### config.mk
export PLATFORM = sky130hd
export DESIGN_NAME = pixel_replicating_scaler
export DESIGN_NICKNAME = d
export VERILOG_FILES = /design/src/hdl/prs_pkg.sv /design/src/hdl/pixel_replicating_scaler.sv /design/src/hdl/prs_cfg.sv /design/src/hdl/prs_step.sv /design/src/hdl/prs_expand.sv
export VERILOG_INCLUDE_DIRS = /design/src /design/src/hdl
export SDC_FILE = /design/constraint.sdc
export NUM_CORES = 1
export LEC_CHECK = 0
export BUFFER_PORTS_ARGS = -buffer_cell sky130_fd_sc_hd__buf_2
export CAP_MARGIN = 10
export CORE_MARGIN = 10
export CORE_UTILIZATION = 47
export CTS_BUF_LIST = sky130_fd_sc_hd__clkbuf_16
export CTS_CLUSTER_DIAMETER = 200
export DETAILED_ROUTE_END_ITERATION = 8
export PLACE_DENSITY_LB_ADDON = 0.05
export SKIP_CTS_REPAIR_TIMING = 1
export SLEW_MARGIN = 10
export SYNTH_ARGS = -nofsm -noshare
export SYNTH_HDL_FRONTEND = slang
export SYNTH_SLANG_ARGS = --single-unit
export TNS_END_PERCENT = 1
### constraint.sdc
create_clock -name clk -period 5.6 [get_ports clk]
set_input_delay 0.28 -clock clk [delete_from_list [all_inputs] [get_ports clk]]
set_output_delay 0.28 -clock clk [all_outputs]
set_load 0.01 [all_outputs]
### src/hdl/pixel_replicating_scaler_defines.svh
// Assertion macros used by the scaler's top-level module.
// Each macro expands to one labeled concurrent assertion clocked on clk
// and disabled while rst is high.
`ifndef PIXEL_REPLICATING_SCALER_DEFINES_SVH
`define PIXEL_REPLICATING_SCALER_DEFINES_SVH

// The consequent must hold in the same cycle as the antecedent.
`define PRS_ASSERT_SAME(lbl, ante, cons, msg) \
  lbl: assert property (@(posedge clk) disable iff (rst) (ante) |-> (cons)) \
    else $error(msg);

// The consequent must hold in the cycle after the antecedent.
`define PRS_ASSERT_NEXT(lbl, ante, cons, msg) \
  lbl: assert property (@(posedge clk) disable iff (rst) (ante) |=> (cons)) \
    else $error(msg);

`endif

### src/hdl/prs_pkg.sv
`default_nettype none

package prs_pkg;

  localparam int ADDR_W  = 32;
  localparam int PIX_W   = 16;
  localparam int MODE_W  = 3;
  localparam int SIZE_W  = 11;
  localparam int PITCH_W = 16;
  localparam int CFG_AW  = 5;
  localparam int CFG_DW  = 32;

  // Register indexes, taken from paddr[4:2].
  localparam logic [2:0] REG_SCALE_MODE   = 3'd0;
  localparam logic [2:0] REG_LINE_WIDTH   = 3'd1;
  localparam logic [2:0] REG_FRAME_HEIGHT = 3'd2;
  localparam logic [2:0] REG_DEST_BASE    = 3'd3;
  localparam logic [2:0] REG_DEST_PITCH   = 3'd4;

  localparam logic [MODE_W-1:0] MODE_COPY        = 3'd0;
  localparam logic [MODE_W-1:0] MODE_LINE_DOUBLE = 3'd1;
  localparam logic [MODE_W-1:0] MODE_DOUBLE      = 3'd2;
  localparam logic [MODE_W-1:0] MODE_TRIPLE      = 3'd3;
  localparam logic [MODE_W-1:0] MODE_ONE_HALF    = 3'd4;

  localparam logic [MODE_W-1:0]  RESET_SCALE_MODE   = MODE_DOUBLE;
  localparam logic [SIZE_W-1:0]  RESET_LINE_WIDTH   = 11'd256;
  localparam logic [SIZE_W-1:0]  RESET_FRAME_HEIGHT = 11'd224;
  localparam logic [ADDR_W-1:0]  RESET_DEST_BASE    = 32'd0;
  localparam logic [PITCH_W-1:0] RESET_DEST_PITCH   = 16'd512;

  typedef struct packed {
    logic [MODE_W-1:0]  scale_mode;
    logic [SIZE_W-1:0]  line_width;
    logic [SIZE_W-1:0]  frame_height;
    logic [ADDR_W-1:0]  dest_base;
    logic [PITCH_W-1:0] dest_pitch;
  } cfg_t;

  // One source pixel's worth of writes, ready for expansion.
  typedef struct packed {
    logic [PIX_W-1:0]  pixel;
    logic [ADDR_W-1:0] addr0;
    logic [ADDR_W-1:0] addr1;
    logic [1:0]        last_k;
    logic              two_rows;
    logic              frame_end;
  } job_t;

endpackage

`default_nettype wire

### src/hdl/pixel_replicating_scaler.sv
// Channel   Dir  Bits  Contents
// s_*       in   16    tdata: pixel
// m_*       out  48    tdata: write_address, pixel_out; tuser: last_copy; tlast: frame_end
// apb       in   32    registers at byte addresses 0, 4, 8, 12, 16
//
// Each source pixel occupies the output port for 1, 2, 4 or 6 writes by mode
// (none for a pixel that mode 4 drops); the single output register moves one
// write per cycle while m_tready is high, and that sets the rate. A pixel is taken in the same cycle
// the previous pixel's final write leaves, so single-write modes run at one
// pixel per cycle. rst is synchronous and restores the register defaults and
// the raster position. A stall on m_tready holds the output and backs up s_tready.
`default_nettype none

`include "pixel_replicating_scaler_defines.svh"

module pixel_replicating_scaler #(
  parameter int MAX_WIDTH  = 1024,
  parameter int MAX_HEIGHT = 1024
) (
  input  wire logic                        clk,
  input  wire logic                        rst,
  input  wire logic                        s_tvalid,
  output logic                             s_tready,
  input  wire logic [15:0]                 s_tdata,   // [15:0] pixel
  output logic                             m_tvalid,
  input  wire logic                        m_tready,
  output logic      [47:0]                 m_tdata,   // [31:0] write_address, [47:32] pixel_out
  output logic                             m_tlast,   // frame_end
  output logic                             m_tuser,   // last_copy
  input  wire logic                        psel,
  input  wire logic                        penable,
  input  wire logic                        pwrite,
  input  wire logic [prs_pkg::CFG_AW-1:0]  paddr,
  input  wire logic [prs_pkg::CFG_DW-1:0]  pwdata,
  output logic      [prs_pkg::CFG_DW-1:0]  prdata,
  output logic                             pready
);

  prs_pkg::cfg_t              cfg;
  prs_pkg::job_t              job;
  logic                       base_wr, job_load, accept;
  logic [prs_pkg::ADDR_W-1:0] base_value, write_address;
  logic [prs_pkg::PIX_W-1:0]  pixel_out;

  assign accept  = s_tvalid && s_tready;
  assign m_tdata = {pixel_out, write_address};

  prs_cfg u_cfg (
    .clk        (clk),
    .rst        (rst),
    .psel       (psel),
    .penable    (penable),
    .pwrite     (pwrite),
    .paddr      (paddr),
    .pwdata     (pwdata),
    .prdata     (prdata),
    .pready     (pready),
    .cfg        (cfg),
    .base_wr    (base_wr),
    .base_value (base_value)
  );

  prs_step #(
    .MAX_WIDTH  (MAX_WIDTH),
    .MAX_HEIGHT (MAX_HEIGHT)
  ) u_step (
    .clk        (clk),
    .rst        (rst),
    .cfg        (cfg),
    .base_wr    (base_wr),
    .base_value (base_value),
    .pixel      (s_tdata),
    .accept     (accept),
    .job        (job),
    .job_load   (job_load)
  );

  prs_expand u_expand (
    .clk           (clk),
    .rst           (rst),
    .job           (job),
    .job_load      (job_load),
    .in_ready      (s_tready),
    .out_valid     (m_tvalid),
    .out_ready     (m_tready),
    .write_address (write_address),
    .pixel_out     (pixel_out),
    .last_copy     (m_tuser),
    .frame_end     (m_tlast)
  );

  // The frame's final write is always the final write of its pixel.
  `PRS_ASSERT_SAME(a_frame_end_on_last_copy, m_tvalid && m_tlast, m_tuser, "frame_end without last_copy")
  // More copies of the same pixel follow a transaction that is not its last.
  `PRS_ASSERT_NEXT(a_copies_follow, m_tvalid && m_tready && !m_tuser, m_tvalid, "copy sequence broken")

endmodule

`default_nettype wire

### src/hdl/prs_cfg.sv
`default_nettype none

module prs_cfg (
  input  wire logic                        clk,
  input  wire logic                        rst,
  input  wire logic                        psel,
  input  wire logic                        penable,
  input  wire logic                        pwrite,
  input  wire logic [prs_pkg::CFG_AW-1:0]  paddr,
  input  wire logic [prs_pkg::CFG_DW-1:0]  pwdata,
  output logic      [prs_pkg::CFG_DW-1:0]  prdata,
  output logic                             pready,
  output prs_pkg::cfg_t                    cfg,
  output logic                             base_wr,
  output logic      [prs_pkg::ADDR_W-1:0]  base_value
);

  logic       wr;
  logic [2:0] idx;

  assign pready     = 1'b1;
  assign idx        = paddr[4:2];
  assign wr         = psel && penable && pwrite && pready;
  assign base_wr    = wr && (idx == prs_pkg::REG_DEST_BASE);
  assign base_value = pwdata;

  always_ff @(posedge clk) begin
    if (rst) begin
      cfg.scale_mode   <= prs_pkg::RESET_SCALE_MODE;
      cfg.line_width   <= prs_pkg::RESET_LINE_WIDTH;
      cfg.frame_height <= prs_pkg::RESET_FRAME_HEIGHT;
      cfg.dest_base    <= prs_pkg::RESET_DEST_BASE;
      cfg.dest_pitch   <= prs_pkg::RESET_DEST_PITCH;
    end else if (wr) begin
      case (idx)
        prs_pkg::REG_SCALE_MODE:   cfg.scale_mode   <= pwdata[prs_pkg::MODE_W-1:0];
        prs_pkg::REG_LINE_WIDTH:   cfg.line_width   <= pwdata[prs_pkg::SIZE_W-1:0];
        prs_pkg::REG_FRAME_HEIGHT: cfg.frame_height <= pwdata[prs_pkg::SIZE_W-1:0];
        prs_pkg::REG_DEST_BASE:    cfg.dest_base    <= pwdata[prs_pkg::ADDR_W-1:0];
        prs_pkg::REG_DEST_PITCH:   cfg.dest_pitch   <= pwdata[prs_pkg::PITCH_W-1:0];
        default: ;
      endcase
    end
  end

  always_comb begin
    case (idx)
      prs_pkg::REG_SCALE_MODE:   prdata = prs_pkg::CFG_DW'(cfg.scale_mode);
      prs_pkg::REG_LINE_WIDTH:   prdata = prs_pkg::CFG_DW'(cfg.line_width);
      prs_pkg::REG_FRAME_HEIGHT: prdata = prs_pkg::CFG_DW'(cfg.frame_height);
      prs_pkg::REG_DEST_BASE:    prdata = prs_pkg::CFG_DW'(cfg.dest_base);
      prs_pkg::REG_DEST_PITCH:   prdata = prs_pkg::CFG_DW'(cfg.dest_pitch);
      default:                   prdata = '0;
    endcase
  end

endmodule

`default_nettype wire

### src/hdl/prs_step.sv
`default_nettype none

module prs_step #(
  parameter int MAX_WIDTH  = 1024,
  parameter int MAX_HEIGHT = 1024
) (
  input  wire logic                        clk,
  input  wire logic                        rst,
  input  wire prs_pkg::cfg_t               cfg,
  input  wire logic                        base_wr,
  input  wire logic [prs_pkg::ADDR_W-1:0]  base_value,
  input  wire logic [prs_pkg::PIX_W-1:0]   pixel,
  input  wire logic                        accept,
  output prs_pkg::job_t                    job,
  output logic                             job_load
);

  localparam int CW = $clog2(MAX_WIDTH);
  localparam int RW = $clog2(MAX_HEIGHT);
  localparam int HW = (CW > RW) ? CW : RW;
  // Compare width: holds the clamped sizes, the raw register values and column + 3.
  localparam int XW = (HW + 2 > prs_pkg::SIZE_W) ? HW + 2 : prs_pkg::SIZE_W;

  logic [CW-1:0]             column;
  logic [RW-1:0]             row;
  logic [prs_pkg::ADDR_W-1:0] row_start;

  logic [XW-1:0]             lw_x, fh_x, w, h, col_x;
  logic                      line_last, frame_last_row, emit, two_rows, frame_flag;
  logic [1:0]                last_k;
  logic [prs_pkg::ADDR_W-1:0] col32, half32, offset, pitch32, a0, row_step;

  always_comb begin
    lw_x = XW'(cfg.line_width);
    fh_x = XW'(cfg.frame_height);
    if (lw_x == '0) begin
      w = XW'(1);
    end else if (lw_x > XW'(MAX_WIDTH)) begin
      w = XW'(MAX_WIDTH);
    end else begin
      w = lw_x;
    end
    if (fh_x == '0) begin
      h = XW'(1);
    end else if (fh_x > XW'(MAX_HEIGHT)) begin
      h = XW'(MAX_HEIGHT);
    end else begin
      h = fh_x;
    end

    col_x          = XW'(column);
    line_last      = (col_x + XW'(1)) >= w;
    frame_last_row = (XW'(row) + XW'(1)) >= h;
    col32          = prs_pkg::ADDR_W'(column);
    half32         = prs_pkg::ADDR_W'(column >> 1);
    pitch32        = prs_pkg::ADDR_W'(cfg.dest_pitch);

    emit       = 1'b1;
    frame_flag = frame_last_row && line_last;
    case (cfg.scale_mode)
      prs_pkg::MODE_LINE_DOUBLE: begin
        last_k   = 2'd0;
        two_rows = 1'b1;
        offset   = col32;
      end
      prs_pkg::MODE_DOUBLE: begin
        last_k   = 2'd1;
        two_rows = 1'b1;
        offset   = col32 << 1;
      end
      prs_pkg::MODE_TRIPLE: begin
        last_k   = 2'd2;
        two_rows = 1'b1;
        offset   = col32 + (col32 << 1);
      end
      prs_pkg::MODE_ONE_HALF: begin
        last_k     = 2'd2;
        two_rows   = 1'b1;
        offset     = half32 + (half32 << 1);
        // Odd columns, and a trailing even column of an odd width, are dropped.
        emit       = !column[0] && !line_last;
        frame_flag = frame_last_row && ((col_x + XW'(3)) >= w);
      end
      default: begin
        last_k   = 2'd0;
        two_rows = 1'b0;
        offset   = col32;
      end
    endcase

    a0       = row_start + offset;
    row_step = two_rows ? (pitch32 << 1) : pitch32;

    job.pixel     = pixel;
    job.addr0     = a0;
    job.addr1     = a0 + pitch32;
    job.last_k    = last_k;
    job.two_rows  = two_rows;
    job.frame_end = frame_flag;
    job_load      = accept && emit;
  end

  always_ff @(posedge clk) begin
    if (rst) begin
      column    <= '0;
      row       <= '0;
      row_start <= prs_pkg::RESET_DEST_BASE;
    end else if (accept) begin
      if (line_last) begin
        column <= '0;
        if (frame_last_row) begin
          row       <= '0;
          row_start <= cfg.dest_base;
        end else begin
          row       <= row + RW'(1);
          row_start <= row_start + row_step;
        end
      end else begin
        column <= column + CW'(1);
      end
    end else if (base_wr && (column == '0) && (row == '0)) begin
      row_start <= base_value;
    end
  end

endmodule

`default_nettype wire

### src/hdl/prs_expand.sv
`default_nettype none

module prs_expand (
  input  wire logic                        clk,
  input  wire logic                        rst,
  input  wire prs_pkg::job_t               job,
  input  wire logic                        job_load,
  output logic                             in_ready,
  output logic                             out_valid,
  input  wire logic                        out_ready,
  output logic      [prs_pkg::ADDR_W-1:0]  write_address,
  output logic      [prs_pkg::PIX_W-1:0]   pixel_out,
  output logic                             last_copy,
  output logic                             frame_end
);

  prs_pkg::job_t job_q;
  logic          busy;
  logic [1:0]    k;
  logic          r;
  logic          adv, cur_last;

  assign adv      = !out_valid || out_ready;
  assign cur_last = (k == job_q.last_k) && (r == job_q.two_rows);
  // A new pixel may enter in the cycle its predecessor's final write leaves.
  assign in_ready = !busy || (adv && cur_last);

  always_ff @(posedge clk) begin
    if (rst) begin
      busy      <= 1'b0;
      out_valid <= 1'b0;
      k         <= 2'd0;
      r         <= 1'b0;
    end else begin
      if (adv) begin
        out_valid <= busy;
        if (busy) begin
          if (cur_last) begin
            k <= 2'd0;
            r <= 1'b0;
          end else if (k == job_q.last_k) begin
            k <= 2'd0;
            r <= 1'b1;
          end else begin
            k <= k + 2'd1;
          end
        end
      end
      if (job_load) begin
        busy <= 1'b1;
      end else if (adv && cur_last) begin
        busy <= 1'b0;
      end
    end
  end

  always_ff @(posedge clk) begin
    if (job_load) begin
      job_q <= job;
    end
    if (adv && busy) begin
      write_address <= (r ? job_q.addr1 : job_q.addr0) + prs_pkg::ADDR_W'(k);
      pixel_out     <= job_q.pixel;
      last_copy     <= cur_last;
      frame_end     <= cur_last && job_q.frame_end;
    end
  end

endmodule

`default_nettype wire
* After elaboration in Yosys (flattened, before gate mapping)
Index checks and enable logic that the tools add are counted.
** Word-level totals
- Register bits after elaboration :: 264
- Bits in latches :: 0
- Bits in writable memories :: 0
- Memory bits (read-only) :: 0
- Input port bits :: 60
- Output and inout port bits :: 85
- Logic and storage cells :: 113
- Memories kept :: 0
** Operators by class
- Add/sub/neg operators :: 12
- Multiply operators :: 0
- Divide/modulo/power cells :: 0
- $lt $le $gt $ge :: 5
- Equality and inequality tests :: 11
- Shift operators :: 0
- Mux-type cells :: 24
- Bitwise logic cells :: 0
- Reduce and logical (&&, ||, !) cells :: 39
** Operator list (number)
- 32-bit 2-to-1 mux :: 5
- 32-bit one-hot mux with 5 select lines :: 1
- 32-bit one-hot mux with 3 select lines :: 1
- 32-bit adder :: 2
- 11-bit 2-to-1 mux :: 4
- 32-bit by 16-bit adder with 32-bit output :: 1
- 32-bit by 2-bit adder with 32-bit output :: 1
- 12-bit by 11-bit >= comparator with 1-bit output :: 2
- 10-bit by 1-bit adder with 11-bit output, second input constant :: 2
- 11-bit greater-than comparator, second input constant :: 2
- 11-bit logical NOT :: 2
- 10-bit by 1-bit adder with 10-bit output, second input constant :: 2
- 10-bit logical NOT :: 2
- 10-bit 2-to-1 mux :: 2
- 17-bit 2-to-1 mux :: 1
- 2-bit AND reduction :: 8
- 1-bit logical AND :: 14
- 10-bit by 11-bit adder with 12-bit output :: 1
- 3-bit by 2-bit == test with 1-bit output, second input constant :: 4
- 12-bit >= comparator :: 1
- 10-bit by 2-bit adder with 11-bit output, second input constant :: 1
- 9-bit by 10-bit adder with 11-bit output :: 1
- 1-bit 2-to-1 mux :: 7
- 3-bit by 1-bit == test with 1-bit output, second input constant :: 2
- other kinds (14) :: 22

* Depth between registers and ports, before layout
- Word-level depth :: 9
- Mapped depth :: 27
- Gate-level depth less buffers :: 26

* Cells and area by module
From an unflattened synthesis, not the netlist that was laid out.
** Second synthesis, totals
- Cells, all modules :: 1855
- Area total of the unflattened synthesis :: 17316.6 um^2
** By module, submodules not included
- prs_step :: times used 1, cells each 1096, area an instance 7953.9 um^2, sequential area each 1041.0 um^2
- prs_expand :: times used 1, cells each 341, area an instance 5615.4 um^2, sequential area each 4124.0 um^2
- prs_cfg :: times used 1, cells each 417, area an instance 3741.1 um^2, sequential area each 1461.4 um^2
- pixel_replicating_scaler :: times used 1, cells each 1, area an instance 6.3 um^2, sequential area each 0.0 um^2

* Worst setup path after synthesis
OpenSTA, ideal clock, no wires.
- Path type :: register to register
- From :: reg u_step.column[2]
- To :: reg u_expand.job_q[25] in the netlist's numbering, data pin
- Library setup time :: 0.266 ns
- Arrival :: 5.017 ns
- Data required time :: 5.334 ns
- Setup slack :: 0.317 ns
- Stages on the path, launching flop included :: 25
- Buffers on the path :: 0
- Clock period less this slack :: 5.283 ns
- Path through :: dfxtp_1 inv_1 ha_1 nand3b_1 nand2_1 a21o_1 a21o_1 a31oi_1 xnor2_1 mux2i_1 a211o_1 o21ai_0 ha_1 a21oi_1 o21ai_0 or2_2 a31oi_1 xnor2_1 ha_1 nand4_1 o32a_1 a31oi_1 nand4_4 nor3_1 xor2_1
** RTL lines
- start, declared :: line prs_step.sv:24 : logic [CW-1:0] column;
- start signal, assigned :: line prs_step.sv:119 : column <= column + CW'(1);
- end signal, assigned :: line prs_expand.sv:59 : job_q <= job;
- end, declared :: line prs_expand.sv:17 : prs_pkg::job_t job_q;

==> metrics.md <==
| Metric | Value |
|---|---|
| H-tree depth | `1` |
| Root buffer cell | `clkbuf_16` |
| DRT met1 WL | `23.6 mm` |
| Slew @ Worst Pin | `1.05 ns` |
| Met2 routed WL | `20.3 mm` |
| Post-Syn Instances | `1848` |
| Row count | `69` |
| Peak VDD IR | `0.000252 V` |
| Worst rel slew slack | `0.299` |
| Overall power | `4.55 mW` |
| Share of layout cells above drive strength 1 | `0.177` |
| GR Overflow Total | `0` |
| Net Count, Synth | `2013` |
| Uppermost routed layer | `met5` |
| CTS tree | `yes` |
| Mapped Area | `16800 sq um` |
| Flop pwr share | `0.475` |
| Final setup viols | `0` |
| Routed wl met3 | `2.90 mm` |
| Largest cells by area after synthesis | `edfxtp_1 24%, dfxtp_1 15%, ha_1 7.4%` |
| Distinct cell type count after synthesis | `94` |
| Initial antenna violation count | `2` |
| Fin. max-slew vios | `0` |
| Deepest clock path buffer count | `3` |
| Global placement routability congestion | `0.895` |
| Required @ worst endpoint | `5.92 ns` |
| Post-route ant nets | `0` |
| Ports | `145` |
| CTS Sinks | `264` |
| Via count | `14115` |
| Top FF cell, synth | `edfxtp_1` |
| FFs w/ async S/R, synth | `0` |
| Number of synthesized register bits | `264` |
| Clock skew | `0.00945 ns` |
| Switching share of total power | `0.240` |
| Combinational share of power | `0.086` |
| Hold-critical path depth | `3` |
| Clock share of power | `0.439` |
| Seq/Total Area, Yosys | `0.394` |
| Clock slew at reported path FFs | `0.06 ns` |
| Clk_lat worst skew | `0.57 ns` |
| Number of diodes | `0` |
| Capturing element type of the critical path | `register` |
| Setup TNS | `0 ns` |
| Area Overhead vs Synth | `17.4%` |
| Crit-path max cell delay | `0.41 ns` |
| Sw Pwr | `1.09 mW` |
| Slowest CP cell | `fa_1` |
| Synth top area share | `0.239` |
| Fin crit share | `0.942` |
| Mean post-synth cell area | `9.10 sq um` |
| Die H | `209 um` |
| CORE AREA | `35500 sq um` |
| Hpwl dp | `36.0 mm` |
| Fill cell count | `3251` |
| Pre-antenna DRT Iters | `5` |
| CP max FO | `7` |
| Gr usage total | `0.208` |
| Pint | `3.46 mW` |
| DRC | `0` |
| Hold Crit Start | `pwdata[17]` |
| P per Cell Area | `230 nW/um^2` |
| Commonest non-fill, non-tap cells in the layout | `265 x nand2_1, 161 x a21oi_1, 140 x buf_2` |
| Number of CTS-inserted buffers | `31` |
| Synth Warn # | `0` |
| Die area | `43800 sq um` |
| Number of flops mapped to enable cells by yosys | `134` |
| WL final | `47.9 mm` |
| Fmax | `0.189 GHz` |
| Initial Utilization | `0.474` |
| Critical path launch point | `u_step.column[1]$_SDFFE_PP0P_` |
| Final hold viol count | `1` |
| Crit start category | `register` |
| Reg2reg setup slack | `0.32 ns` |
| Status | `complete, but fails checks` |
| Fin nets | `2203` |
| P_leak | `7.83 nW` |
| Crit path time final | `5.28 ns` |
| Input/output buffers | `141` |
| First-pass GRT wire length | `74.4 mm` |
| Endpoint of the worst-slack reg-to-reg timing path | `u_expand.job_q[27]$_DFFE_PP_` |
| Max Cap Viol | `0` |
| CP arrival | `5.59 ns` |
| Pin count of the biggest net entering global routing | `85` |
| HP Class | `primary input to register` |
| Most common cell after layout, fill and taps aside | `nand2_1` |
| Die W | `209 um` |
| R2r worst-path depth | `28` |
| Vias per cell | `5.59` |
| WHS | `-0.0278 ns` |
| First DRT Iteration DRCs | `905` |
| Failing checks | `hold timing` |
| Hold-critical path endpoint | `u_cfg.cfg[33]$_SDFFE_PP0P_` |
| RR Startpoint | `u_step.column[1]$_SDFFE_PP0P_` |
| Crit Path Class | `register to register` |
| DR WL/cell | `19.0 um` |
| Vias in the first global route | `13103` |
| Dominant cell type by area after synthesis | `edfxtp_1` |
-- worst max path at each step --
stage / slack, ns / depth (start not counted) / endpoint
finish: 0.32 / 28 / u_expand.job_q[27]$_DFFE_PP_
global route: -0.05 / 25 / u_expand.job_q[35]$_DFFE_PP_
CTS: 0.08 / 23 / u_expand.job_q[28]$_DFFE_PP_
detailed placement: 0.14 / 23 / u_expand.job_q[28]$_DFFE_PP_
global placement: 0.13 / 23 / u_expand.job_q[28]$_DFFE_PP_
floorplan: 0.32 / 24 / u_expand.job_q[25]$_DFFE_PP_
-- routing by layer --
layer,track usage,up-vias
met5,0,-
met1,0.309,6582
met2,0.310,444
met3,0.0310,68
met4,0.0496,2
li1,-,7019
-- per-stage QoR --
| stage | utilization | std cells | worst slack [ns] | instance area (sq um) | hold slack (ns) |
|---|---|---|---|---|---|
| floorplan | - | 1848 | 0.317 | 16800 | 0.379 |
| global placement | 0.514 | 2427 | 0.133 | 18300 | 0.400 |
| detailed placement | 0.514 | 2427 | 0.137 | 18300 | 0.405 |
| CTS | 0.543 | 2484 | 0.0784 | 19300 | -0.146 |
| global route | 0.557 | 2523 | -0.0511 | 19800 | 0.00104 |
| finish | 0.557 | 2523 | 0.322 | 19800 | -0.0278 |
-- worst max-delay path, delay by kind of cell (launching register included) --
family	cells	cell delay (ns)
and+or+nand+nor	5	0.54
DFF	1	0.39
AOI/OAI and AO/OA	13	2.00
adders and majority gates	4	1.31
xor gates and xnor gates	3	0.43
buffers and inverters	3	0.36
-- synth_stat cells (6+ instances only) --
cell type    n
nand4_1     16
clkbuf_1    71
nand2b_1    14
o31ai_1      6
nand2_1    265
inv_1       54
or3_1       11
a21oi_1    164
a31oi_1     16
o21ai_0     67
o22ai_1      6
a211oi_1    14
nor2b_1     26
ha_1        99
buf_1        7
mux2i_1     53
nor4_1       9
fa_1         6
a22oi_1     10
or2_2       10
edfxtp_1   134
xnor2_1    102
nor3_1      30
buf_2        9
o21a_1      15
o211ai_1    28
mux2_2      28
and2_1      26
xor2_1      58
buf_4        6
a21o_1      27
nand3b_1     9
nand3_1     54
nor2_1     133
dfxtp_1    130
o221ai_1     8
and3_1      16
-- flip-flops by register name, indices dropped and copies added, names as in the netlist, 2 cells and up --
name / count
u_expand.job_q: 84
u_cfg.cfg: 73
u_expand.write_address: 32
u_step.row_start: 32
u_expand.pixel_out: 16
u_step.column: 10
u_step.row: 10
u_expand.k: 2
-- power by group through the flow --
stage | registers (mW) | clock network (mW) | logic, mW
final | 2.16 | 2.00 | 0.392
after global routing | 2.17 | 2.12 | 0.433
after CTS | 2.16 | 2.05 | 0.375
after detailed placement | 2.20 | 0 | 0.373
after global placement | 2.20 | 0 | 0.369
after floorplan | 2.21 | 0 | 0.221
-- cell families (layout without fill, tap and decap cells) --
group / count (synthesis) / count (layout) / share of synthesized area
buf+inv: 155 / 369 / 0.0392
xor+xnor: 163 / 163 / 0.0869
mux: 81 / 81 / 0.0503
flops: 264 / 264 / 0.394
compound gates: 430 / 430 / 0.164
other cells: 1 / 1 / 0.000223
fa+ha+maj: 105 / 105 / 0.0808
simple gates: 649 / 649 / 0.184
-- layout make-up --
type,count,area [sq um],area share
multi-input combinational,1429,9670,0.490
sequential,264,6630,0.336
timing repair buffer,255,1650,0.0836
clock buffer,31,776,0.0393
tap,461,577,0.0292
clock inverter,26,230,0.0117
inverter,57,215,0.0109
Power figures use the tool's default switching activity.
